==> config.mk <==
export PLATFORM = sky130hd
export DESIGN_NAME = flac_rice_residual_decoder_unit
export DESIGN_NICKNAME = d
export VERILOG_FILES = /design/src/hdl/frrd_pkg.sv /design/src/hdl/flac_rice_residual_decoder_unit.sv /design/src/hdl/frrd_core.sv
export SDC_FILE = /design/constraint.sdc
export NUM_CORES = 1
export LEC_CHECK = 0
export ABC_AREA = 1
export BUFFER_PORTS_ARGS = -buffer_cell sky130_fd_sc_hd__buf_2
export CAP_MARGIN = 20
export CORE_ASPECT_RATIO = 0.6
export CORE_MARGIN = 5
export CORE_UTILIZATION = 46
export DETAILED_ROUTE_END_ITERATION = 8
export GPL_ROUTABILITY_DRIVEN = 1
export MAX_ROUTING_LAYER = met4
export PLACE_DENSITY = 0.64
export SLEW_MARGIN = 20
export SYNTH_ARGS = -nofsm -noshare
export SYNTH_HDL_FRONTEND = slang
export SYNTH_HIERARCHICAL = 1
export SYNTH_SLANG_ARGS = --single-unit
==> constraint.sdc <==
create_clock -name clock -period 5.7 [get_ports clock]
set_input_delay 0.855 -clock clock [delete_from_list [all_inputs] [get_ports clock]]
set_output_delay 0.855 -clock clock [all_outputs]
set_load 0.02 [all_outputs]
==> src/hdl/frrd_pkg.sv <==
`default_nettype none

package frrd_pkg;

   localparam int DEFAULT_SAMPLE_BITS = 32;
   localparam int RESIDUAL_WIDTH      = 32;
   localparam int BLOCK_SIZE_WIDTH    = 16;
   localparam int PRED_ORDER_WIDTH    = 6;
   localparam int CSR_DATA_WIDTH      = 16;

   localparam logic [BLOCK_SIZE_WIDTH-1:0] BLOCK_SIZE_RESET = 16'd4096;
   localparam logic [PRED_ORDER_WIDTH-1:0] PRED_ORDER_RESET = 6'd0;

   // Escape codes for the narrow (4-bit) and wide (5-bit) Rice parameter.
   localparam logic [4:0] ESCAPE_NARROW = 5'h0F;
   localparam logic [4:0] ESCAPE_WIDE   = 5'h1F;

   localparam logic [5:0] METHOD_BITS     = 6'd2;
   localparam logic [5:0] ORDER_BITS      = 6'd4;
   localparam logic [5:0] PARAM_BITS_NARR = 6'd4;
   localparam logic [5:0] PARAM_BITS_WIDE = 6'd5;
   localparam logic [5:0] ESCW_BITS       = 6'd5;

   // Register indexes on the configuration port.
   typedef enum logic {
      CSR_BLOCK_SIZE = 1'b0,
      CSR_PRED_ORDER = 1'b1
   } csr_index_type;

   typedef enum logic [3:0] {
      PH_METHOD,
      PH_ORDER,
      PH_PARAM,
      PH_ESCW,
      PH_UNARY,
      PH_REM,
      PH_RAW
   } phase_type;

   typedef struct packed {
      logic [BLOCK_SIZE_WIDTH-1:0] block_size;
      logic [PRED_ORDER_WIDTH-1:0] predictor_order;
   } cfg_type;

   typedef struct packed {
      logic                             valid;
      logic signed [RESIDUAL_WIDTH-1:0] residual;
      logic                             last_sample;
      logic                             bad_method;
   } result_type;

endpackage

`default_nettype wire

==> src/hdl/flac_rice_residual_decoder_unit.sv <==
// A residual appears on the result channel in the cycle after the bit that completes it.
// Throughput: one stream bit per cycle while req_stall is low.
// The input stalls only while a residual waits in the result register under a result stall.
// Reset is synchronous and active high: the decoder restarts at the coding method,
// block_size returns to 4096, predictor_order to 0, and the result register empties.
`default_nettype none

module flac_rice_residual_decoder_unit #(
   parameter int SAMPLE_BITS = frrd_pkg::DEFAULT_SAMPLE_BITS
) (
   input  logic                                   clock,
   input  logic                                   reset,
   input  logic                                   req_valid,
   output logic                                   req_stall,
   input  logic                                   req_stream_bit,
   output logic                                   rsp_valid,
   input  logic                                   rsp_stall,
   output logic signed [frrd_pkg::RESIDUAL_WIDTH-1:0] rsp_residual,
   output logic                                   rsp_last_sample,
   output logic                                   rsp_bad_method,
   input  logic                                   csr_write_enable,
   input  logic                                   csr_index,
   input  logic [frrd_pkg::CSR_DATA_WIDTH-1:0]    csr_write_data
);
   import frrd_pkg::*;

   cfg_type    cfg_ff;
   result_type result;
   logic       step;

   logic                             rsp_valid_ff, rsp_valid_in;
   logic signed [RESIDUAL_WIDTH-1:0] rsp_residual_ff;
   logic                             rsp_last_ff;
   logic                             rsp_bad_ff;

   always_ff @(posedge clock) begin
      if (reset) begin
         cfg_ff.block_size      <= BLOCK_SIZE_RESET;
         cfg_ff.predictor_order <= PRED_ORDER_RESET;
      end else if (csr_write_enable) begin
         unique case (csr_index)
            CSR_BLOCK_SIZE: cfg_ff.block_size <= csr_write_data;
            CSR_PRED_ORDER: cfg_ff.predictor_order <= csr_write_data[PRED_ORDER_WIDTH-1:0];
            default: ;
         endcase
      end
   end

   // Hold off input only while a residual sits in the result register and cannot drain.
   assign req_stall = rsp_valid_ff && rsp_stall;
   assign step      = req_valid && !req_stall;

   frrd_core #(
      .SAMPLE_BITS(SAMPLE_BITS)
   ) u_core (
      .clock      (clock),
      .reset      (reset),
      .step       (step),
      .stream_bit (req_stream_bit),
      .cfg        (cfg_ff),
      .result     (result)
   );

   assign rsp_valid_in = result.valid || (rsp_valid_ff && rsp_stall);

   always_ff @(posedge clock) begin
      if (reset) begin
         rsp_valid_ff <= 1'b0;
      end else begin
         rsp_valid_ff <= rsp_valid_in;
      end
   end

   always_ff @(posedge clock) begin
      if (result.valid) begin
         rsp_residual_ff <= result.residual;
         rsp_last_ff     <= result.last_sample;
         rsp_bad_ff      <= result.bad_method;
      end
   end

   assign rsp_valid       = rsp_valid_ff;
   assign rsp_residual    = rsp_residual_ff;
   assign rsp_last_sample = rsp_last_ff;
   assign rsp_bad_method  = rsp_bad_ff;

endmodule

`default_nettype wire

==> src/hdl/frrd_core.sv <==
`default_nettype none

module frrd_core #(
   parameter int SAMPLE_BITS = frrd_pkg::DEFAULT_SAMPLE_BITS
) (
   input  logic                 clock,
   input  logic                 reset,
   input  logic                 step,
   input  logic                 stream_bit,
   input  frrd_pkg::cfg_type    cfg,
   output frrd_pkg::result_type result
);
   import frrd_pkg::*;

   phase_type   phase_ff, phase_in;
   logic [5:0]  bits_left_ff, bits_left_in;
   logic        wide_ff, wide_in;
   logic [3:0]  order_ff, order_in;
   logic [15:0] parts_left_ff, parts_left_in;
   logic [15:0] samples_left_ff, samples_left_in;
   logic [4:0]  param_ff, param_in;
   logic        escaped_ff, escaped_in;
   logic [4:0]  escw_ff, escw_in;
   logic [31:0] quot_ff, quot_in;
   logic [31:0] acc_ff, acc_in;

   // Folds a value to SAMPLE_BITS signed bits and sign-extends it to 32.
   function automatic logic [31:0] wrap_sample(input logic [31:0] v);
      logic [31:0] r;
      for (int i = 0; i < 32; i++) begin
         r[i] = (i < SAMPLE_BITS) ? v[i] : v[SAMPLE_BITS-1];
      end
      return r;
   endfunction

   function automatic logic [31:0] rice_value(input logic [31:0] q, input logic [4:0] k,
                                              input logic [31:0] r);
      logic [31:0] u;
      logic [31:0] s;
      u = (q << k) | r;
      s = {1'b0, u[31:1]} ^ {32{u[0]}};
      return wrap_sample(s);
   endfunction

   function automatic logic [31:0] raw_value(input logic [31:0] a, input logic [4:0] w);
      logic [31:0] sign;
      sign = 32'd1 << (w - 5'd1);
      return wrap_sample((a ^ sign) - sign);
   endfunction

   always_ff @(posedge clock) begin
      if (reset) begin
         phase_ff        <= PH_METHOD;
         bits_left_ff    <= METHOD_BITS;
         wide_ff         <= 1'b0;
         order_ff        <= '0;
         parts_left_ff   <= '0;
         samples_left_ff <= '0;
         param_ff        <= '0;
         escaped_ff      <= 1'b0;
         escw_ff         <= '0;
         quot_ff         <= '0;
         acc_ff          <= '0;
      end else begin
         phase_ff        <= phase_in;
         bits_left_ff    <= bits_left_in;
         wide_ff         <= wide_in;
         order_ff        <= order_in;
         parts_left_ff   <= parts_left_in;
         samples_left_ff <= samples_left_in;
         param_ff        <= param_in;
         escaped_ff      <= escaped_in;
         escw_ff         <= escw_in;
         quot_ff         <= quot_in;
         acc_ff          <= acc_in;
      end
   end

   always_comb begin
      logic [31:0] shifted;
      logic [5:0]  bits_dec;
      logic [15:0] share;
      logic [15:0] pred;
      logic [15:0] psize;
      logic [15:0] samples_dec;
      logic [15:0] parts_dec;
      logic        emit;
      logic        do_finish;
      logic        do_sample;
      logic [31:0] value;

      phase_in        = phase_ff;
      bits_left_in    = bits_left_ff;
      wide_in         = wide_ff;
      order_in        = order_ff;
      parts_left_in   = parts_left_ff;
      samples_left_in = samples_left_ff;
      param_in        = param_ff;
      escaped_in      = escaped_ff;
      escw_in         = escw_ff;
      quot_in         = quot_ff;
      acc_in          = acc_ff;

      shifted     = {acc_ff[30:0], stream_bit};
      bits_dec    = bits_left_ff - 6'd1;
      share       = cfg.block_size >> order_ff;
      pred        = {10'd0, cfg.predictor_order};
      samples_dec = samples_left_ff - 16'd1;
      parts_dec   = parts_left_ff - 16'd1;
      emit        = 1'b0;
      do_finish   = 1'b0;
      do_sample   = 1'b0;
      value       = '0;

      if (order_ff == 4'd0) begin
         psize = (cfg.block_size > pred) ? cfg.block_size - pred : 16'd0;
      end else if (parts_left_ff == (16'd1 << order_ff)) begin
         psize = (share > pred) ? share - pred : 16'd0;
      end else begin
         psize = share;
      end

      result.valid       = 1'b0;
      result.residual    = '0;
      result.last_sample = 1'b0;
      result.bad_method  = 1'b0;

      if (step) begin
         unique case (phase_ff)
            PH_METHOD: begin
               acc_in       = {30'd0, shifted[1:0]};
               bits_left_in = bits_dec;
               if (bits_dec == 6'd0) begin
                  if (shifted[1]) begin
                     // Reserved method: report it and restart the section.
                     result.valid      = 1'b1;
                     result.bad_method = 1'b1;
                     bits_left_in      = METHOD_BITS;
                     acc_in            = '0;
                  end else begin
                     wide_in      = shifted[0];
                     phase_in     = PH_ORDER;
                     bits_left_in = ORDER_BITS;
                     acc_in       = '0;
                  end
               end
            end
            PH_ORDER: begin
               acc_in       = {28'd0, shifted[3:0]};
               bits_left_in = bits_dec;
               if (bits_dec == 6'd0) begin
                  order_in      = shifted[3:0];
                  parts_left_in = 16'd1 << shifted[3:0];
                  phase_in      = PH_PARAM;
                  bits_left_in  = wide_ff ? PARAM_BITS_WIDE : PARAM_BITS_NARR;
                  acc_in        = '0;
               end
            end
            PH_PARAM: begin
               acc_in       = {27'd0, shifted[4:0]};
               bits_left_in = bits_dec;
               if (bits_dec == 6'd0) begin
                  param_in        = shifted[4:0];
                  escaped_in      = wide_ff ? (shifted[4:0] == ESCAPE_WIDE)
                                            : (shifted[4:0] == ESCAPE_NARROW);
                  samples_left_in = psize;
                  if (escaped_in) begin
                     phase_in     = PH_ESCW;
                     bits_left_in = ESCW_BITS;
                     acc_in       = '0;
                  end else if (psize == 16'd0) begin
                     do_finish = 1'b1;
                  end else begin
                     do_sample = 1'b1;
                  end
               end
            end
            PH_ESCW: begin
               acc_in       = {27'd0, shifted[4:0]};
               bits_left_in = bits_dec;
               if (bits_dec == 6'd0) begin
                  escw_in = shifted[4:0];
                  if (samples_left_ff == 16'd0) begin
                     do_finish = 1'b1;
                  end else begin
                     do_sample = 1'b1;
                  end
               end
            end
            PH_UNARY: begin
               if (!stream_bit) begin
                  if (quot_ff != 32'hFFFF_FFFF) begin
                     quot_in = quot_ff + 32'd1;
                  end
               end else if (param_ff == 5'd0) begin
                  emit  = 1'b1;
                  value = rice_value(quot_ff, 5'd0, 32'd0);
               end else begin
                  phase_in     = PH_REM;
                  bits_left_in = {1'b0, param_ff};
                  acc_in       = '0;
               end
            end
            PH_REM: begin
               acc_in       = shifted;
               bits_left_in = bits_dec;
               if (bits_dec == 6'd0) begin
                  emit  = 1'b1;
                  value = rice_value(quot_ff, param_ff, shifted);
               end
            end
            PH_RAW: begin
               if (escw_ff == 5'd0) begin
                  // A zero-width sample consumes one stream bit and ignores it.
                  emit  = 1'b1;
                  value = '0;
               end else begin
                  acc_in       = shifted;
                  bits_left_in = bits_dec;
                  if (bits_dec == 6'd0) begin
                     emit  = 1'b1;
                     value = raw_value(shifted, escw_ff);
                  end
               end
            end
            default: begin
               phase_in     = PH_METHOD;
               bits_left_in = METHOD_BITS;
               acc_in       = '0;
            end
         endcase

         if (emit) begin
            result.valid    = 1'b1;
            result.residual = value;
            samples_left_in = samples_dec;
            if (samples_dec == 16'd0) begin
               do_finish = 1'b1;
            end else begin
               do_sample = 1'b1;
            end
         end

         if (do_finish) begin
            parts_left_in = parts_dec;
            if (parts_dec == 16'd0) begin
               result.last_sample = emit;
               phase_in           = PH_METHOD;
               bits_left_in       = METHOD_BITS;
               acc_in             = '0;
            end else begin
               phase_in     = PH_PARAM;
               bits_left_in = wide_ff ? PARAM_BITS_WIDE : PARAM_BITS_NARR;
               acc_in       = '0;
            end
         end

         if (do_sample) begin
            acc_in  = '0;
            quot_in = '0;
            if (escaped_in) begin
               phase_in     = PH_RAW;
               bits_left_in = {1'b0, escw_in};
            end else begin
               phase_in = PH_UNARY;
            end
         end
      end
   end

endmodule

`default_nettype wire

# After elaboration in Yosys (flattened, before gate mapping)
# Cells that the tools add are included.
word_totals:
  regBits: 178
  out_inout_bits: 36
  elab_cells: 184
op_classes:
  addsub: 8
  n_lt_le_gt_ge: 2
  n_eq_ne: 20
  n_shift: 5
  n_mux: 93
  bitwise_logic: 6
  n_reduce_logical: 33
op_table:
  columns: ["cell", "n"]
  rows:
  - ["2-to-1 mux 32 bit", 9]
  - ["one-hot mux 31 bit (7 select lines)", 1]
  - ["2-to-1 mux 16 bit", 10]
  - ["2-to-1 mux 31 bit", 5]
  - ["one-hot mux 32 bit (3 select lines)", 1]
  - ["2-to-1 mux 6 bit", 11]
  - ["logical NOT 16 bit", 4]
  - ["XOR 31 x 32 -> 32 bit", 2]
  - ["2-to-1 mux 4 bit", 10]
  - ["one-hot mux 6 bit (6 select lines)", 1]
  - ["2-to-1 mux 35 bit", 1]
  - ["2-to-1 mux 33 bit", 1]
  - ["adder 32 x 1 -> 32 bit (second input constant)", 1]
  - ["> comparator 16 x 6 -> 1 bit", 2]
  - ["!= test 32 bit (second input constant)", 1]
  - ["bitwise OR 32 bit", 1]
  - ["<< shifter 1 x 4 -> 16 bit (first input constant)", 2]
  - ["<< shifter 1 x 5 -> 32 bit (first input constant)", 1]
  - ["<< shifter 32 x 5 -> 32 bit", 1]
  - ["subtractor 16 x 1 -> 16 bit (second input constant)", 2]
  - ["subtractor 16 x 6 -> 16 bit", 2]
  - ["subtractor 32 bit", 1]
  - ["XOR 32 bit", 1]
  - ["2-to-1 mux 1 bit", 31]
  - ["34 further kinds", 65]

# Depth between registers and ports, before layout
logic_depth:
  word_depth: 16
  ltp_mapped: 37
  ltp_nobuf: 35

# Hierarchy
# The synthesis kept the hierarchy.
by_module_without_submodules:
  columns: ["mod", "instances", "cells_per_inst", "area_each_um2", "seq_area_each_um2"]
  rows:
  - ["frrd_core", 1, 2612, 14785.4, 2402.3]
  - ["flac_rice_residual_decoder_unit", 1, 171, 1974.4, 1481.4]

# Worst setup path before layout
# Ideal clock, no wire load.
synth_timing:
  path_kind: "input to register"
  from: "input port req_stream_bit"
  to: "register rsp_bad_ff, in the netlist rsp_bad_method (enable)"
  setup_time_ns: 0.438
  t_arrival_ns: 3.713
  setup_slack_ns: 1.548
  stages: 8
  path_cell_list: "inv_1 nor2_1 inv_1 nor2_1 a211oi_1 clkbuf_1 clkbuf_1 a21oi_1"
synth_lines:
  columns: ["element", "line_no", "source"]
  rows:
  - ["start: declaration", "flac_rice_residual_decoder_unit.sv:15", "input logic req_stream_bit,"]
  - ["end signal: assignment", "flac_rice_residual_decoder_unit.sv:78", "rsp_bad_ff <= result.bad_method;"]
  - ["end: declaration", "flac_rice_residual_decoder_unit.sv:34", "logic rsp_bad_ff;"]

# Worst setup path after layout
layout_timing:
  from: "register u_core.order_ff[0]"
  to: "register u_core.parts_left_ff[12]"
layout_between:
  elab_chain_cells: 15
  elab_cells_between_ends: 21
  cone_classes: "1 x add/sub; 1 x order compare; 1 x eq/ne; 2 x shift; 11 x mux; 5 x reduce/logical"
layout_lines:
  columns: ["element", "line_no", "source"]
  rows:
  - ["start: declaration", "frrd_core.sv:18", "logic [3:0] order_ff, order_in;"]
  - ["start signal: assignment", "frrd_core.sv:68", "order_ff <= order_in;"]
  - ["right shift 16 x 4 -> 16 bit", "frrd_core.sv:106", "share = cfg.block_size >> order_ff;"]
  - ["subtractor 16 x 6 -> 16 bit or > comparator 16 x 6 -> 1 bit (tied branches)", "frrd_core.sv:118", "psize = (share > pred) ? share - pred : 16'd0;"]
  - ["2-to-1 mux 16 bit", "frrd_core.sv:118", null]
  - ["2-to-1 mux 16 bit", "frrd_core.sv:117", "end else if (parts_left_ff == (16'd1 << order_ff)) begin"]
  - ["2-to-1 mux 16 bit (*)", "frrd_core.sv:115", "if (order_ff == 4'd0) begin"]
  - ["logical NOT 16 bit (*)", "frrd_core.sv:171", "end else if (psize == 16'd0) begin"]
  - ["2-to-1 mux 1 bit (*)", "frrd_core.sv:171", null]
  - ["2-to-1 mux 1 bit (*)", "frrd_core.sv:167", "if (escaped_in) begin"]
  - ["2-to-1 mux 1 bit (*)", "frrd_core.sv:162", "if (bits_dec == 6'd0) begin"]
  - ["one-hot mux 1 bit (2 select lines) (*)", "frrd_core.sv:129", "unique case (phase_ff)"]
  - ["2-to-1 mux 1 bit", "frrd_core.sv:237", "if (samples_dec == 16'd0) begin"]
  - ["2-to-1 mux 1 bit (*)", "frrd_core.sv:233", "if (emit) begin"]
  - ["2-to-1 mux 1 bit (*)", "frrd_core.sv:128", "if (step) begin"]
  - ["nonzero test 2 bit (no source line)", null, null]
  - ["AND reduction 3 bit (no source line)", null, null]
  - ["end signal: assignment", "frrd_core.sv:69", "parts_left_ff <= parts_left_in;"]
  - ["end: declaration", "frrd_core.sv:19", "logic [15:0] parts_left_ff, parts_left_in;"]
# Mark *: on every way between the ends. The rest lies on a longest branch, timed or not. The select of a mux whose other input is x is not followed.
# A chain may end at the register's enable or synchronous reset.

==> metrics.md <==
| Metric | Value |
|---|---|
| Sequential Power Share | 0.433 |
| Adder-cell share of the synthesized area | 0.04121 |
| Share of the synthesized area in the top cell type | 0.1708 |
| Ys Warns | 6 |
| Max Cap Viol | 0 |
| Worst-margin pin slew | 1.130 ns |
| Share of layout cells above drive strength 1 | 0.06703 |
| Number of synthesized flops with an enable pin | 34 |
| Yosys reg bits | 177 |
| Filler Cells Inserted | 3849 |
| CTS buffer count | 17 |
| Most used cell, CP | nand2_1 |
| Synth Instances | 2783 |
| Power Density | 169.1 nW/um^2 |
| Synthesized area | 16760 sq um |
| Period utilization | 0.9069 |
| Vias in the first global route | 16520 |
| Setup Total Neg Slack | 0 ns |
| Post-Synth XOR/XNOR Area | 0.06428 |
| CTS tree | done |
| Max transition margin | 0.2451 |
| Crit start category | register |
| CTS Sinks | 177 |
| Worst Hold Class | register to register |
| Initial antenna violation count | 1 |
| Drt drc | 0 |
| Routed WL per cell | 19.85 um |
| Post-DP HPWL | 51000 um |
| Rows | 54 |
| RSZ-0062 raised after global routing | no |
| Sw Pwr | 0.9909 mW |
| Worst Clk Skew | 0.01599 ns |
| Register area share after synthesis | 0.2317 |
| Height of the die | 157.9 um |
| Sw Share | 0.3267 |
| P_leak | 7.467 nW |
| Grt ovf | 0 |
| Achievable frequency | 0.1934 GHz |
| Clock Tree Buf Depth | 2 |
| IO Count | 59 |
| Hold_ws | 0.4708 ns |
| Final nets | 2839 |
| Min Tclk post-route | 5.169 ns |
| DRT antenna net count | 0 |
| H-Tree Depth | 4 |
| Worst Path Max Fanout | 19 |
| Clk root buf | clkbuf_16 |
| Post-synthesis mux area share | 0.01135 |
| Clock-pin slew on the worst setup and hold paths | 0.08 ns |
| Peak VDD IR | 205.9 uV |
| Via count | 19030 |
| Synth Area in Compound Gates | 0.1819 |
| GRT Util Overall | 0.3217 |
| Comb pwr share | 0.170 |
| Port bufs | 58 |
| Vias per cell | 5.851 |
| Syn nets | 2860 |
| Initial Utilization | 0.4637 |
| Setup violators final | 0 |
| FFs w/ async S/R, synth | 0 |
| Max incr delay on CP | 0.49 ns |
| Outcome | complete, no violations |
| RePlAce Congestion | 1.052 |
| Synth Flop Type | dfxtp_1 |
| Slowest-stage cell, CP | o21ai_0 |
| Layout area overhead | 7.033% |
| WP data arrival | 5.54 ns |
| Syn_area_per_cell | 6.022 sq um |
| Top cells by area, synth | dfxtp_1, nand2_1, nor2_1 |
| CP required | 6.07 ns |
| Pin count of the biggest net entering global routing | 58 |
| Die ar. | 40480 sq um |
| Global-route wire length before repair | 99300 um |
| Crit Path Category | register to register |
| First drt pass iteration count | 6 |
| Distinct cells, synth | 62 |
| Final Hold Vio Count | 0 |
| CP Capture Type | register |
| Clock share of power | 0.397 |
| Die W | 256.4 um |
| Core ar. | 36150 sq um |
| Clock Latency Late Sink | 0.46 ns |
| P_int | 2.042 mW |
| DRT Wirelength | 64550 um |
| Max-slew violations | 0 |
| Largest family of logic cells by synthesized area | simple AND/OR/NAND/NOR gates |
| DR iter-0 viols | 2716 |
| Post-synthesis simple-gate area fraction | 0.3666 |
| Largest area contributor in the netlist | dfxtp_1 |
## registers in the layout, indices dropped and copies added (netlist names), 4 cells and up
signal                  count
u_core/parts_left_ff       16
u_core/order_ff             4
u_core/samples_left_ff     16
rsp_residual               32
u_core/acc_ff              31
u_core/escw_ff              5
cfg_ff                     22
u_core/quot_ff             32
u_core/param_ff             5
u_core/bits_left_ff         6
## final timing paths
path	cells past startpoint	endpoint	slack [ns]	start
setup / recovery	32	u_core/parts_left_ff[12]$_SDFFE_PP0P_	0.53	u_core/order_ff[0]$_SDFFE_PP0P_
hold / removal	2	u_core/escaped_ff$_SDFFE_PP0P_	0.47	u_core/escaped_ff$_SDFFE_PP0P_
setup reg to reg	32	u_core/parts_left_ff[12]$_SDFFE_PP0P_	0.53	u_core/order_ff[0]$_SDFFE_PP0P_
hold reg to reg	2	u_core/escaped_ff$_SDFFE_PP0P_	0.47	u_core/escaped_ff$_SDFFE_PP0P_
## synthesized netlist by cell type (all sizes together) (45+ instances only)
| cell type | number |
|---|---|
| nor2 | 355 |
| nand2 | 692 |
| buf | 51 |
| xor2 | 78 |
| nor3 | 61 |
| ha | 52 |
| inv | 285 |
| clkbuf | 89 |
| o21ai | 208 |
| nand4 | 83 |
| xnor2 | 45 |
| a21oi | 198 |
| dfxtp | 143 |
| nand3 | 185 |
## cells by family (layout without fill, tap and decap cells)
group / Yosys count / count (layout)
AND/OR/NAND/NOR: 1437 / 1437
buffers and inverters: 432 / 424
AO/OA/AOI/OAI: 541 / 541
other: 0 / 1
multiplexers: 19 / 19
flip-flops: 177 / 177
adder cells (fa/ha/maj): 54 / 54
XOR/XNOR: 123 / 123
## stage by stage
step	setup WS (ns)	area (sq um)	instances	util	power (mW)
2_1_floorplan	1.548	16760	2783	-	1.688
3_3_place_gp	0.7726	17350	3219	0.4800	1.833
3_5_place_dp	0.5890	17350	3219	0.4800	1.834
4_1_cts	0.5540	17930	3251	0.4961	3.040
5_1_grt	0.01068	17940	3252	0.4963	3.172
6_report	0.5306	17940	3252	0.4963	3.033
## final cells by class
| class | count | area, sq um | share of cell area |
|---|---|---|---|
| Clock inverter | 14 | 142.6 | 0.007951 |
| Timing Repair Buffer | 100 | 605.6 | 0.03376 |
| Tap cell | 476 | 595.6 | 0.03320 |
| Clock buffer | 18 | 439.2 | 0.02448 |
| Multi-Input combinational cell | 2174 | 11170 | 0.6228 |
| Antenna cell | 1 | 2.502 | 0.0001395 |
| Inverter | 292 | 1096 | 0.06110 |
| Sequential cell | 177 | 3885 | 0.2166 |
## power by group through the flow
stage,Clock (mW),Sequential [mW],Combinational (mW)
2_1_floorplan,0,1.33,0.357
3_3_place_gp,0,1.34,0.493
3_5_place_dp,0,1.34,0.494
4_1_cts,1.23,1.31,0.497
5_1_grt,1.29,1.31,0.568
6_report,1.21,1.31,0.515
## per-layer routing
layer | track usage | part of all wire | vias up
li1 | - | - | 9226
met1 | 0.5194 | 0.51 | 8789
met2 | 0.3827 | 0.35 | 986
met3 | 0.1012 | 0.14 | 27
met4 | 0.03626 | 0.0054 | 0
met5 | - | 0 | -
## worst max-delay path: cells and delay by family, from the launching register on
family                     cells  cell delay (ns)
AOI/OAI and AO/OA              3             0.81
adders and majority gates      2             0.66
DFF                            1             0.44
buffers and inverters          4             0.89
and+or+nand+nor               23             2.27
## what timing repair did
action | in CTS | in global routing
gates resized for setup | 0 | 1
buffers inserted | 0 | 0
hold buffers | 0 | 0
setup endpoints to repair | 0 | 73
endpoints found under the hold margin | 0 | 0
## cell usage in the layout, fill, tap and decap left out, types with 6 or more instances in the layout
master,n
nor3_1,61
a221oi_1,13
edfxtp_1,34
nor4_1,22
buf_2,58
o22ai_1,21
o31ai_1,9
ha_1,52
nand3b_1,7
mux2i_1,19
clkbuf_16,17
inv_1,281
o21bai_1,8
a31oi_1,24
nand3_1,184
clkinv_1,7
a21o_1,6
xor2_1,78
a21oi_1,197
dfxtp_1,142
xnor2_1,45
o21ai_0,205
nand2_1,687
nor2_2,10
buf_4,42
nand4_1,83
or2_2,25
o211ai_1,24
nor2_1,343
No activity file was read; power rests on OpenSTA's default activity.
